$ cat src/rtl/core/dorf_pkg.sv
// Shared types and constants for the drop-oldest ring FIFO.
// Used by the channel interfaces and the top level.
package dorf_pkg;

  // Fixed field widths of the channels
  localparam int FUNC_W  = 2;
  localparam int WORD_W  = 64;
  localparam int CAP_W   = 5;
  localparam int COUNT_W = 32;

  // Default sizing of the ring
  localparam int DEPTH_DEFAULT     = 16;
  localparam int DATA_BITS_DEFAULT = 64;

  // Capacity after reset, before it is limited to the depth
  localparam int CAP_RESET_NOMINAL = 16;

  // Operation codes; the fourth code is unused and changes no state
  typedef enum logic [FUNC_W-1:0] {
    FUNC_PUSH     = 2'd0,
    FUNC_TAKE     = 2'd1,
    FUNC_SHUTDOWN = 2'd2
  } func_t;

endpackage

$ cat src/rtl/core/dorf_in_if.sv
// Operation channel of the drop-oldest ring FIFO.
// Depends on dorf_pkg for field widths.
interface dorf_in_if;
  logic                       valid;
  logic                       ready;
  logic [dorf_pkg::FUNC_W-1:0] func;
  logic [dorf_pkg::WORD_W-1:0] push_data;

  modport source (output valid, output func, output push_data, input ready);
  modport sink   (input valid, input func, input push_data, output ready);
endinterface

$ cat src/rtl/core/dorf_out_if.sv
// Result channel of the drop-oldest ring FIFO.
// Depends on dorf_pkg for field widths.
interface dorf_out_if;
  logic                        valid;
  logic                        ready;
  logic [dorf_pkg::WORD_W-1:0]  read_data;
  logic                        took;
  logic                        evicted;
  logic                        closed;
  logic [dorf_pkg::CAP_W-1:0]   occupancy;
  logic [dorf_pkg::COUNT_W-1:0] dropped_total;
  logic [dorf_pkg::COUNT_W-1:0] published_total;
  logic [dorf_pkg::CAP_W-1:0]   peak_occupancy;

  modport source (output valid, output read_data, output took, output evicted,
                  output closed, output occupancy, output dropped_total,
                  output published_total, output peak_occupancy, input ready);
  modport sink   (input valid, input read_data, input took, input evicted,
                  input closed, input occupancy, input dropped_total,
                  input published_total, input peak_occupancy, output ready);
endinterface

$ cat src/rtl/core/dorf_cfg_if.sv
// Capacity write channel of the drop-oldest ring FIFO.
// Depends on dorf_pkg for the register width.
interface dorf_cfg_if;
  logic                      valid;
  logic                      ready;
  logic [dorf_pkg::CAP_W-1:0] capacity_in_use;

  modport source (output valid, output capacity_in_use, input ready);
  modport sink   (input valid, input capacity_in_use, output ready);
endinterface

$ cat src/rtl/core/dorf_slots.sv
// Slot store of the ring: one write port, one read port, registered read data.
// Depends on no package; sized by the parameters of the top level.
module dorf_slots #(
  parameter int DEPTH     = 16,
  parameter int DATA_BITS = 64,
  parameter int IDX_W     = $clog2(DEPTH)
) (
  input  logic                 clk,
  input  logic                 wr_en,
  input  logic [IDX_W-1:0]     wr_addr,
  input  logic [DATA_BITS-1:0] wr_data,
  input  logic                 rd_en,
  input  logic [IDX_W-1:0]     rd_addr,
  output logic [DATA_BITS-1:0] rd_data
);

  logic [DATA_BITS-1:0] mem [DEPTH];

  // Write port
  always_ff @(posedge clk) begin
    if (wr_en) begin
      mem[wr_addr] <= wr_data;
    end
  end

  // Read port, data held until the next read
  always_ff @(posedge clk) begin
    if (rd_en) begin
      rd_data <= mem[rd_addr];
    end
  end

endmodule

$ cat src/rtl/core/drop_oldest_ring_fifo.sv
// Top level of the drop-oldest ring FIFO: control, counters and result register.
// Depends on dorf_pkg, the three channel interfaces and dorf_slots.
//
//  channel  | direction | carries                              | transfer when
//  ---------+-----------+--------------------------------------+--------------------
//  in_ch    | sink      | func, push_data                      | valid && ready
//  out_ch   | source    | read_data, flags, occupancy, totals  | valid && ready
//  cfg_ch   | sink      | capacity_in_use                      | valid (ready tied 1)
//
// Push, shutdown and the unused code have their result registered at
// the accepting edge, and a new operation is taken while it is being read out.
// A take that pops an entry sets pend at the accepting edge while the slot store
// registers the read data, and the result is raised from pend; a take from an empty ring is registered like a push.
// Reset (rst, synchronous) clears indices, counters, the stopped flag and the result
// handshake and sets the capacity to 16 or DEPTH if smaller; slot contents are not cleared.
// A stalled result holds the input side off until it is taken.
module drop_oldest_ring_fifo #(
  parameter int DEPTH     = dorf_pkg::DEPTH_DEFAULT,
  parameter int DATA_BITS = dorf_pkg::DATA_BITS_DEFAULT
) (
  input  logic       clk,
  input  logic       rst,
  dorf_in_if.sink    in_ch,
  dorf_out_if.source out_ch,
  dorf_cfg_if.sink   cfg_ch
);

  localparam int IDX_W   = $clog2(DEPTH);
  localparam int CAP_W   = dorf_pkg::CAP_W;
  localparam int COUNT_W = dorf_pkg::COUNT_W;
  localparam int WORD_W  = dorf_pkg::WORD_W;
  localparam int CMP_W   = (IDX_W + 1 > CAP_W) ? IDX_W + 1 : CAP_W;
  localparam int CAP_MAX = (DEPTH < 31) ? DEPTH : 31;
  localparam int CAP_RST = (dorf_pkg::CAP_RESET_NOMINAL > DEPTH) ? DEPTH
                         : dorf_pkg::CAP_RESET_NOMINAL;

  localparam logic [CAP_W-1:0] CAP_MAX_V = CAP_W'(CAP_MAX);
  localparam logic [CAP_W-1:0] CAP_RST_V = CAP_W'(CAP_RST);
  localparam logic [CAP_W-1:0] CAP_MIN_V = CAP_W'(1);

  // Ring state
  logic [CAP_W-1:0]   capacity;
  logic [IDX_W-1:0]   read_index,   read_index_next;
  logic [IDX_W-1:0]   write_index,  write_index_next;
  logic [CAP_W-1:0]   fill_count,   fill_count_next;
  logic [COUNT_W-1:0] drop_counter, drop_counter_next;
  logic [COUNT_W-1:0] push_counter, push_counter_next;
  logic [CAP_W-1:0]   high_watermark, high_watermark_next;
  logic               stopped,      stopped_next;

  // Result register and pending read
  logic               pend;
  logic               out_valid;
  logic               res_took,    res_took_next;
  logic               res_evicted, res_evicted_next;
  logic               res_closed,  res_closed_next;
  logic [CAP_W-1:0]   res_occupancy;
  logic [COUNT_W-1:0] res_dropped;
  logic [COUNT_W-1:0] res_published;
  logic [CAP_W-1:0]   res_peak;

  // Slot store ports
  logic                 wr_en, rd_en;
  logic [DATA_BITS-1:0] rd_data;

  logic             in_fire, cfg_fire;
  logic [IDX_W-1:0] rd_adv, wr_adv;
  logic [CAP_W-1:0] fill_push, cap_clamped;

  assign in_fire  = in_ch.valid && in_ch.ready;
  assign cfg_fire = cfg_ch.valid && cfg_ch.ready;

  assign in_ch.ready  = !pend && (!out_valid || out_ch.ready);
  assign cfg_ch.ready = 1'b1;

  // Index advance with wrap at the capacity in use
  always_comb begin
    rd_adv = (CMP_W'(read_index) + CMP_W'(1) >= CMP_W'(capacity)) ? '0
           : read_index + IDX_W'(1);
    wr_adv = (CMP_W'(write_index) + CMP_W'(1) >= CMP_W'(capacity)) ? '0
           : write_index + IDX_W'(1);
  end

  // Occupancy after a push, eviction included
  assign fill_push = (fill_count >= capacity) ? fill_count : fill_count + CAP_W'(1);

  // Operation decode and next state
  always_comb begin
    read_index_next     = read_index;
    write_index_next    = write_index;
    fill_count_next     = fill_count;
    drop_counter_next   = drop_counter;
    push_counter_next   = push_counter;
    high_watermark_next = high_watermark;
    stopped_next        = stopped;
    res_took_next       = 1'b0;
    res_evicted_next    = 1'b0;
    res_closed_next     = 1'b0;
    wr_en               = 1'b0;
    rd_en               = 1'b0;
    if (in_fire) begin
      case (in_ch.func)
        dorf_pkg::FUNC_PUSH: begin
          wr_en = 1'b1;
          if (fill_count >= capacity) begin
            read_index_next   = rd_adv;
            drop_counter_next = drop_counter + COUNT_W'(1);
            res_evicted_next  = 1'b1;
          end
          write_index_next  = wr_adv;
          fill_count_next   = fill_push;
          push_counter_next = push_counter + COUNT_W'(1);
          if (fill_push > high_watermark) begin
            high_watermark_next = fill_push;
          end
        end
        dorf_pkg::FUNC_TAKE: begin
          if (fill_count != '0) begin
            rd_en           = 1'b1;
            read_index_next = rd_adv;
            fill_count_next = fill_count - CAP_W'(1);
            res_took_next   = 1'b1;
          end else begin
            res_closed_next = stopped;
          end
        end
        dorf_pkg::FUNC_SHUTDOWN: begin
          stopped_next = 1'b1;
        end
        default: begin
        end
      endcase
    end
  end

  // Clamp of a written capacity to 1..DEPTH, or to 1..31 if DEPTH is larger
  always_comb begin
    if (cfg_ch.capacity_in_use < CAP_MIN_V) begin
      cap_clamped = CAP_MIN_V;
    end else if (cfg_ch.capacity_in_use > CAP_MAX_V) begin
      cap_clamped = CAP_MAX_V;
    end else begin
      cap_clamped = cfg_ch.capacity_in_use;
    end
  end

  // State registers; a capacity write counts only while the ring is empty
  always_ff @(posedge clk) begin
    if (rst) begin
      capacity       <= CAP_RST_V;
      read_index     <= '0;
      write_index    <= '0;
      fill_count     <= '0;
      drop_counter   <= '0;
      push_counter   <= '0;
      high_watermark <= '0;
      stopped        <= 1'b0;
    end else begin
      read_index     <= read_index_next;
      write_index    <= write_index_next;
      fill_count     <= fill_count_next;
      drop_counter   <= drop_counter_next;
      push_counter   <= push_counter_next;
      high_watermark <= high_watermark_next;
      stopped        <= stopped_next;
      if (cfg_fire && fill_count == '0) begin
        capacity    <= cap_clamped;
        read_index  <= '0;
        write_index <= '0;
      end
    end
  end

  // Result handshake: a popping take waits in pend for the registered slot data
  always_ff @(posedge clk) begin
    if (rst) begin
      out_valid <= 1'b0;
      pend      <= 1'b0;
    end else if (in_fire) begin
      out_valid <= !res_took_next;
      pend      <= res_took_next;
    end else if (pend) begin
      out_valid <= 1'b1;
      pend      <= 1'b0;
    end else if (out_valid && out_ch.ready) begin
      out_valid <= 1'b0;
    end
  end

  // Result payload
  always_ff @(posedge clk) begin
    if (in_fire) begin
      res_took      <= res_took_next;
      res_evicted   <= res_evicted_next;
      res_closed    <= res_closed_next;
      res_occupancy <= fill_count_next;
      res_dropped   <= drop_counter_next;
      res_published <= push_counter_next;
      res_peak      <= high_watermark_next;
    end
  end

  dorf_slots #(
    .DEPTH     (DEPTH),
    .DATA_BITS (DATA_BITS),
    .IDX_W     (IDX_W)
  ) u_slots (
    .clk     (clk),
    .wr_en   (wr_en),
    .wr_addr (write_index),
    .wr_data (in_ch.push_data[DATA_BITS-1:0]),
    .rd_en   (rd_en),
    .rd_addr (read_index),
    .rd_data (rd_data)
  );

  // Output channel
  assign out_ch.valid           = out_valid;
  assign out_ch.read_data       = res_took ? WORD_W'(rd_data) : '0;
  assign out_ch.took            = res_took;
  assign out_ch.evicted         = res_evicted;
  assign out_ch.closed          = res_closed;
  assign out_ch.occupancy       = res_occupancy;
  assign out_ch.dropped_total   = res_dropped;
  assign out_ch.published_total = res_published;
  assign out_ch.peak_occupancy  = res_peak;

endmodule

$ cat src/flat_wrapper.sv
// flat-port wrapper written by rule: the top's interface ports become plain ports
module drop_oldest_ring_fifo_flat 
#(
  parameter int DEPTH     = dorf_pkg::DEPTH_DEFAULT,
  parameter int DATA_BITS = dorf_pkg::DATA_BITS_DEFAULT
)
  (clk, rst, in_ch_valid, in_ch_func, in_ch_push_data, in_ch_ready, out_ch_valid, out_ch_read_data, out_ch_took, out_ch_evicted, out_ch_closed, out_ch_occupancy, out_ch_dropped_total, out_ch_published_total, out_ch_peak_occupancy, out_ch_ready, cfg_ch_valid, cfg_ch_capacity_in_use, cfg_ch_ready);
  dorf_in_if in_ch_i ();
  dorf_out_if out_ch_i ();
  dorf_cfg_if cfg_ch_i ();
  input  logic clk;
  input  logic rst;
  input wire logic [$bits(in_ch_i.valid)-1:0] in_ch_valid;
  input wire logic [$bits(in_ch_i.func)-1:0] in_ch_func;
  input wire logic [$bits(in_ch_i.push_data)-1:0] in_ch_push_data;
  output wire logic [$bits(in_ch_i.ready)-1:0] in_ch_ready;
  output wire logic [$bits(out_ch_i.valid)-1:0] out_ch_valid;
  output wire logic [$bits(out_ch_i.read_data)-1:0] out_ch_read_data;
  output wire logic [$bits(out_ch_i.took)-1:0] out_ch_took;
  output wire logic [$bits(out_ch_i.evicted)-1:0] out_ch_evicted;
  output wire logic [$bits(out_ch_i.closed)-1:0] out_ch_closed;
  output wire logic [$bits(out_ch_i.occupancy)-1:0] out_ch_occupancy;
  output wire logic [$bits(out_ch_i.dropped_total)-1:0] out_ch_dropped_total;
  output wire logic [$bits(out_ch_i.published_total)-1:0] out_ch_published_total;
  output wire logic [$bits(out_ch_i.peak_occupancy)-1:0] out_ch_peak_occupancy;
  input wire logic [$bits(out_ch_i.ready)-1:0] out_ch_ready;
  input wire logic [$bits(cfg_ch_i.valid)-1:0] cfg_ch_valid;
  input wire logic [$bits(cfg_ch_i.capacity_in_use)-1:0] cfg_ch_capacity_in_use;
  output wire logic [$bits(cfg_ch_i.ready)-1:0] cfg_ch_ready;
  assign in_ch_i.valid = in_ch_valid;
  assign in_ch_i.func = in_ch_func;
  assign in_ch_i.push_data = in_ch_push_data;
  assign in_ch_ready = in_ch_i.ready;
  assign out_ch_valid = out_ch_i.valid;
  assign out_ch_read_data = out_ch_i.read_data;
  assign out_ch_took = out_ch_i.took;
  assign out_ch_evicted = out_ch_i.evicted;
  assign out_ch_closed = out_ch_i.closed;
  assign out_ch_occupancy = out_ch_i.occupancy;
  assign out_ch_dropped_total = out_ch_i.dropped_total;
  assign out_ch_published_total = out_ch_i.published_total;
  assign out_ch_peak_occupancy = out_ch_i.peak_occupancy;
  assign out_ch_i.ready = out_ch_ready;
  assign cfg_ch_i.valid = cfg_ch_valid;
  assign cfg_ch_i.capacity_in_use = cfg_ch_capacity_in_use;
  assign cfg_ch_ready = cfg_ch_i.ready;
  drop_oldest_ring_fifo #(.DEPTH(DEPTH), .DATA_BITS(DATA_BITS)) u_core (.clk(clk), .rst(rst), .in_ch(in_ch_i), .out_ch(out_ch_i), .cfg_ch(cfg_ch_i));
endmodule
$ cat config.mk
export PLATFORM = sky130hd
export DESIGN_NAME = drop_oldest_ring_fifo_flat
export DESIGN_NICKNAME = d
export VERILOG_FILES = /design/src/rtl/core/dorf_pkg.sv /design/src/rtl/core/dorf_in_if.sv /design/src/rtl/core/dorf_out_if.sv /design/src/rtl/core/dorf_cfg_if.sv /design/src/rtl/core/dorf_slots.sv /design/src/rtl/core/drop_oldest_ring_fifo.sv /design/src/flat_wrapper.sv
export SDC_FILE = /design/constraint.sdc
export NUM_CORES = 1
export LEC_CHECK = 0
export ABC_AREA = 1
export BUFFER_PORTS_ARGS = -buffer_cell sky130_fd_sc_hd__buf_2
export CAP_MARGIN = 20
export CORE_ASPECT_RATIO = 1.1
export CORE_MARGIN = 2
export CORE_UTILIZATION = 33
export DETAILED_ROUTE_END_ITERATION = 10
export PLACE_DENSITY_LB_ADDON = 0.25
export SYNTH_ARGS = -nofsm -noshare
export SYNTH_HDL_FRONTEND = slang
export SYNTH_SLANG_ARGS = --single-unit
$ cat constraint.sdc
create_clock -name clk -period 5.9 [get_ports clk]
set_input_delay 0.59 -clock clk [delete_from_list [all_inputs] [get_ports clk]]
set_output_delay 0.59 -clock clk [all_outputs]
set_load 0.005 [all_outputs]
==> results.sh, run 1 <==
export IMPL_hold_class="input pin to register"
export IMPL_cp_max_fo=41
export IMPL_grt_pass1_vias=29436
export IMPL_synth_ff_type="edfxtp_1"
export IMPL_required_ps=5310
export IMPL_clock_sinks=1255
export IMPL_netlist_instances=3682
export IMPL_row_count=149
export IMPL_dr_pass1_iters=5
export IMPL_drc=0
export IMPL_max_slew_worst_pin_slew_ps=1141
export IMPL_vdd_drop_max_mv=0.2192
export IMPL_syn_nets=3787
export IMPL_hold_buffers=0
export IMPL_initial_utilization_pct=33.29
export IMPL_status="completed"
export IMPL_skew_ps=23.06
export IMPL_synth_top_cell_by_area="edfxtp_1"
export IMPL_wl_mm=127.3
export IMPL_drv_slew=0
export IMPL_p_leak_nw=19.32
export IMPL_cellPowerDensity_nw_per_um2=322.8
export IMPL_syn_to_final_growth_pct=14.93
export IMPL_slew_headroom_pct=23.96
export IMPL_met2_length_mm=60.39
export IMPL_final_layout_size_suffix_gt1_share_pct=12.17
export IMPL_synth_cell_types=45
export IMPL_rsz0062_at_grt="false"
export IMPL_synth_edf_count=1165
export IMPL_htreeDepth=4
export IMPL_setup_viol=0
export IMPL_vias=30225
export IMPL_port_buffers=218
export IMPL_finalHoldViolations=0
export IMPL_wl_met1_mm=57.15
export IMPL_synthesis_area_sq_um=50020
export IMPL_worst_setup_path_start_kind="register"
export IMPL_die_x_um=375.2
export IMPL_synth_area_top_cells="edfxtp_1 (70%), nor2_1 (3.7%), mux2i_1 (3.7%)"
export IMPL_path_clk_slew_ps=60
export IMPL_grt_use_total_pct=16.29
export IMPL_seq_area_frac_synth_pct=73.55
export IMPL_synth_seq_cells=1255
export IMPL_fmax_mhz=305.3
export IMPL_avgViaCountPerCell=5.090
export IMPL_mostFrequentLayoutCell="edfxtp_1"
export IMPL_wl_per_cell_um=21.44
export IMPL_grt_max_degree=229
export IMPL_place_congestion=0.8310
export IMPL_worstPathArrival_ps=2690
export IMPL_async_flop_share_pct=0
export IMPL_fin_util_pct=38.26
export IMPL_critical_path_class="register to output pin"
export IMPL_place_hpwl_mm=67.97
export IMPL_post_route_period_util_pct=55.52
export IMPL_finalSetupTns_ps=0
export IMPL_stdcell_count=5938
export IMPL_num_io_pins=220
export IMPL_grt_overflow_total=0
export IMPL_cts_tree="yes"
export IMPL_dieArea_sq_um=154700
export IMPL_cp_end_kind="output pin"
export IMPL_nNetsFinal=3971
export IMPL_clock_latency_ps=770
export IMPL_ctsResizeCount=0
export IMPL_layout_common_cells="edfxtp_1 (1165), nor2_1 (481), nand2_1 (381), o21ai_0 (279), buf_2 (218)"
export IMPL_dp_cells=5691
export IMPL_antenna_found_initial=19
export IMPL_post_cts_buffers=0
export IMPL_fp_coreArea_sq_um=150300
export IMPL_fin_crit_ps=3276
export IMPL_highest_layer="met5"
export IMPL_avgSynthCellArea_sq_um=13.58
export IMPL_dr_wl_met3_mm=7.130
export IMPL_yosys_warnings=0
export IMPL_synth_top_area_share_pct=69.95
export IMPL_grt_pass1_wl_mm=190.3
export IMPL_cts_inserted_buffers=135
export IMPL_maxCapViolCount=0
export IMPL_max_clock_path_buffers=3
export IMPL_drt_iter0_markers=2329
export IMPL_antenna_left=0
export IMPL_chipHeight_um=412.3
export IMPL_root_buffer="clkbuf_16"
[metal layers]
metal	vias up	track usage [%]
met4	8	4.563
met2	807	26.61
met3	184	2.961
met5	-	0
li1	14024	-
met1	15202	22.26
[path summary, 6_finish.rpt]
kind / slack (ps) / depth (start not counted) / start / to
worst min-delay path: 120 / 3 / in_ch_valid / u_core.out_ch.valid
worst min register to register: 460 / 2 / u_core.stopped / u_core.stopped
worst max-delay path: 2620 / 5 / u_core.out_ch.took / out_ch_read_data[51]
worst max register to register: 2650 / 18 / u_core.fill_count[0] / u_core.out_ch.peak_occupancy[0]
[final cells by class]
cell class / instances / area, sq um
well taps: 1963 / 2456
fillers: 14173 / 92780
flip-flops and latches: 1255 / 36800
clock buffers: 184 / 3625
diodes: 7 / 17.52
repair buffers: 263 / 1682
inverters: 223 / 850.8
clock inverters: 55 / 521.8
multi-input cells: 1988 / 11530
[power breakdown]
| part | total (mW) | leakage (nW) | switching [mW] | internal, mW |
|---|---|---|---|---|
| logic | 0.721 | 6.00 | 0.507 | 0.214 |
| clock network | 8.02 | 2.00 | 3.47 | 4.55 |
| registers | 9.82 | 11.3 | 0.0339 | 9.79 |
| total | 18.6 | 19.3 | 4.01 | 14.5 |
[sequential cells by signal, summed over array words and instances (netlist names), 4 cells and up]
name	cells
u_core.fill_count	5
u_core.out_ch.dropped_total	32
u_core.out_ch.occupancy	5
u_core.high_watermark	5
u_core.write_index	4
u_core.u_slots.mem	1024
u_core.drop_counter	32
u_core.out_ch.published_total	32
u_core.push_counter	32
u_core.read_index	4
u_core.capacity	5
u_core.out_ch.peak_occupancy	5
u_core.u_slots.rd_data	64
[critical path, stage by stage (launching register included)]
cell      delay, ps
edfxtp_1        360
buf_4           360
buf_4           610
nand2_1         250
inv_1           180
buf_2           130
[Yosys cell counts (all sizes together), types with 72 or more instances]
cell type,n
nor2,509
clkbuf,131
o211ai,73
mux2i,184
buf,85
nand3,114
inv,223
edfxtp,1165
o32ai,72
o21ai,281
dfxtp,90
nand2,383
o221ai,184
[kinds of logic after synthesis]
family / share of synthesized area [%]
DFF: 73.55
and+or+nand+nor: 8.936
AOI/OAI and AO/OA: 9.053
buffers and inverters: 3.662
muxes: 3.682
adders and majority gates: 0.7255
xor gates and xnor gates: 0.3852
other: 0.007498
[metrics by stage]
| step | hold slack (ps) | setup WS, ps | power [mW] | area (sq um) |
|---|---|---|---|---|
| floorplan | 436.9 | 1267 | 10.42 | 50020 |
| global placement | 452.1 | 2355 | 10.74 | 53260 |
| detailed placement | 455.2 | 2316 | 10.74 | 53290 |
| CTS | 56.37 | 2488 | 18.78 | 57440 |
| global route | 94.51 | 2202 | 19.19 | 57470 |
| finish | 124.6 | 2624 | 18.56 | 57480 |
Power figures use the tool's default switching activity.
==> run 2, diff against run 1 <==
Clock period 5.9 ns to 2.93 ns, I/O delays scaled along.
==> run 2 against run 1 <==
  * Clock-buffer cell count is 3 higher
  * Clock skew grew 6.5 ps
  * Sequential power rose by 100%
  * Power rose by 110%
  * Design area rose by 2.8%
  * Final cell count is 2.1% higher
  * Hold slack got worse by 50 ps
  * Register-to-register slack got worse by 2400 ps
  * Worst setup slack worse by 2400 ps
  * Combinational power rose by 130%
  * Clock power is 110% higher
  * Critical path depth up 12
==> results.sh, run 2 (synthesis results as in run 1) <==
export IMPL_wl_mm=128.4
export IMPL_reg_top3="u_core.u_slots.mem x1024, u_core.u_slots.rd_data x64"
export IMPL_avgViaCountPerCell=5.037
export IMPL_nNetsFinal=4097
export IMPL_p_int_mw=29.95
export IMPL_dp_cells=5731
export IMPL_holdWs_ps=75.02
export IMPL_cp_max_fo=6
export IMPL_clkPwrFrac_pct=43.8
export IMPL_swShare_pct=21.33
export IMPL_grt_overflow_total=0
export IMPL_hold_class="input pin to register"
export IMPL_initial_utilization_pct=33.29
export IMPL_clock_sinks=1255
export IMPL_vias=30527
export IMPL_setup_viol=0
export IMPL_antenna_found_initial=11
export IMPL_place_ws_ps=54.06
export IMPL_p_switching_mw=8.119
export IMPL_wl_per_cell_um=21.19
export IMPL_root_buffer="clkbuf_16"
export IMPL_reg2reg_depth=17
export IMPL_fp_coreArea_sq_um=150300
export IMPL_p_leak_nw=20.05
export IMPL_fmax_mhz=366.3
export IMPL_num_io_pins=220
export IMPL_grt_pass1_vias=29775
export IMPL_required_ps=3440
export IMPL_chipHeight_um=412.3
export IMPL_whs_path_depth=4
export IMPL_die_x_um=375.2
export IMPL_max_slew_worst_pin_slew_ps=917.9
export IMPL_htreeDepth=4
export IMPL_layout_common_cells="edfxtp_1 (1165), nor2_1 (481), nand2_1 (381), o21ai_0 (277), buf_2 (218)"
export IMPL_dieArea_sq_um=154700
export IMPL_drv_slew=0
export IMPL_max_clock_path_buffers=3
export IMPL_worst_path_largest_cell_delay_ps=310
export IMPL_status="completed"
export IMPL_pwr_share_comb_pct=4.3
export IMPL_place_congestion=0.7860
export IMPL_final_layout_size_suffix_gt1_share_pct=13.31
export IMPL_worstPathArrival_ps=3240
export IMPL_largest_register_ffs=1024
export IMPL_drt_iter0_markers=2389
export IMPL_seqPwrFrac_pct=51.9
export IMPL_maxCapViolCount=0
export IMPL_stdcell_count=6060
export IMPL_critical_path_class="register to register"
export IMPL_skew_ps=29.60
export IMPL_clock_latency_ps=770
export IMPL_antenna_left=0
export IMPL_cts_inserted_buffers=138
export IMPL_dpl_cell_area_sq_um=53880
export IMPL_finalHoldViolations=0
export IMPL_cp_end_kind="register"
export IMPL_dr_pass1_iters=5
export IMPL_path_clk_slew_ps=60
export IMPL_fin_crit_ps=2730
export IMPL_mostFrequentLayoutCell="edfxtp_1"
export IMPL_report_power_total_mw=38.07
export IMPL_syn_to_final_growth_pct=18.19
export IMPL_vdd_drop_max_mv=0.5309
export IMPL_port_buffers=218
export IMPL_setup_slack_ps=200.3
export IMPL_regMostFlops="u_core.u_slots.mem"
export IMPL_slew_headroom_pct=38.81
export IMPL_grt_use_total_pct=16.34
export IMPL_worst_setup_path_start_kind="register"
export IMPL_final_design_area_no_fill_sq_um=59110
export IMPL_critical_path_slowest_cell="ha_1"
export IMPL_cts_tree="yes"
export IMPL_cp_cell_sequence="inv_1 -> ha_4 -> nand2_1 -> nor2_1 -> nand2_1 -> nand3_4 -> buf_4 -> nand2_1 -> nand2_1 -> inv_1 -> ha_1 -> nand3_1 -> o211ai_1 -> nor2b_4 -> nand2_1 -> o21ai_2 -> inv_1"
export IMPL_drc=0
export IMPL_cp_common_cell="nand2_1"
export IMPL_grt_pass1_wl_mm=190.5
export IMPL_cellPowerDensity_nw_per_um2=644.1
export IMPL_row_count=149
export IMPL_place_hpwl_mm=67.91
export IMPL_grt_max_degree=142
export IMPL_post_route_period_util_pct=93.16
[run 2: what timing repair did]
action,CTS,global route
resized for setup,0,14
buffers inserted,0,5
endpoints found under the hold margin,1043,0
hold buffers,79,0
endpoints found under the setup margin,0,12
[run 2: through the flow]
stage / setup TNS, ps / util, %
after detailed placement: 0 / 35.86
after CTS: 0 / 39.26
after global routing: -130.1 / 39.34
final: 0 / 39.34
after floorplan: -386640 / -
after global placement: 0 / 35.86
[run 2: per-layer routing]
layer | share of wire (%) | GRT usage (%) | up-vias
met5 | 0.057 | 0 | -
met4 | 2.1 | 4.501 | 12
met3 | 4.7 | 2.986 | 197
met2 | 48 | 26.77 | 707
met1 | 46 | 22.30 | 15344
li1 | - | - | 14267
[run 2: worst max-delay path, delay by kind of cell (launching register included)]
kind,cells,cell delay (ps)
adders and majority gates,2,580
DFF,1,300
buffers and inverters,4,310
and+or+nand+nor,9,950
AOI/OAI and AO/OA,2,350
[run 2: final cells by class]
cell class | count | area, sq um
clock buffer | 187 | 3732
sequential | 1255 | 36800
fill | 14176 | 91150
inverter | 223 | 853.3
multi-input combinational | 1988 | 11580
tap | 1963 | 2456
clock inverter | 56 | 586.8
antenna | 2 | 5.005
timing repair buffer | 386 | 3100
[run 2: path summary, 6_finish.rpt]
path,startpoint,to,slack [ps]
setup / recovery,u_core.capacity[4],u_core.out_ch.peak_occupancy[0],200
setup reg to reg,u_core.capacity[4],u_core.out_ch.peak_occupancy[0],200
hold reg to reg,u_core.stopped,u_core.stopped,460
hold / removal,cfg_ch_valid,u_core.capacity[4],80
[run 2: power groups by stage]
| stage | logic [mW] | registers [mW] | clock network (mW) |
|---|---|---|---|
| finish | 1.65 | 19.8 | 16.7 |
| global route | 1.83 | 19.8 | 17.8 |
| CTS | 1.62 | 19.8 | 17.1 |
| detailed placement | 1.52 | 20.1 | 0 |
| global placement | 1.51 | 20.1 | 0 |
| floorplan | 0.849 | 20.1 | 0 |
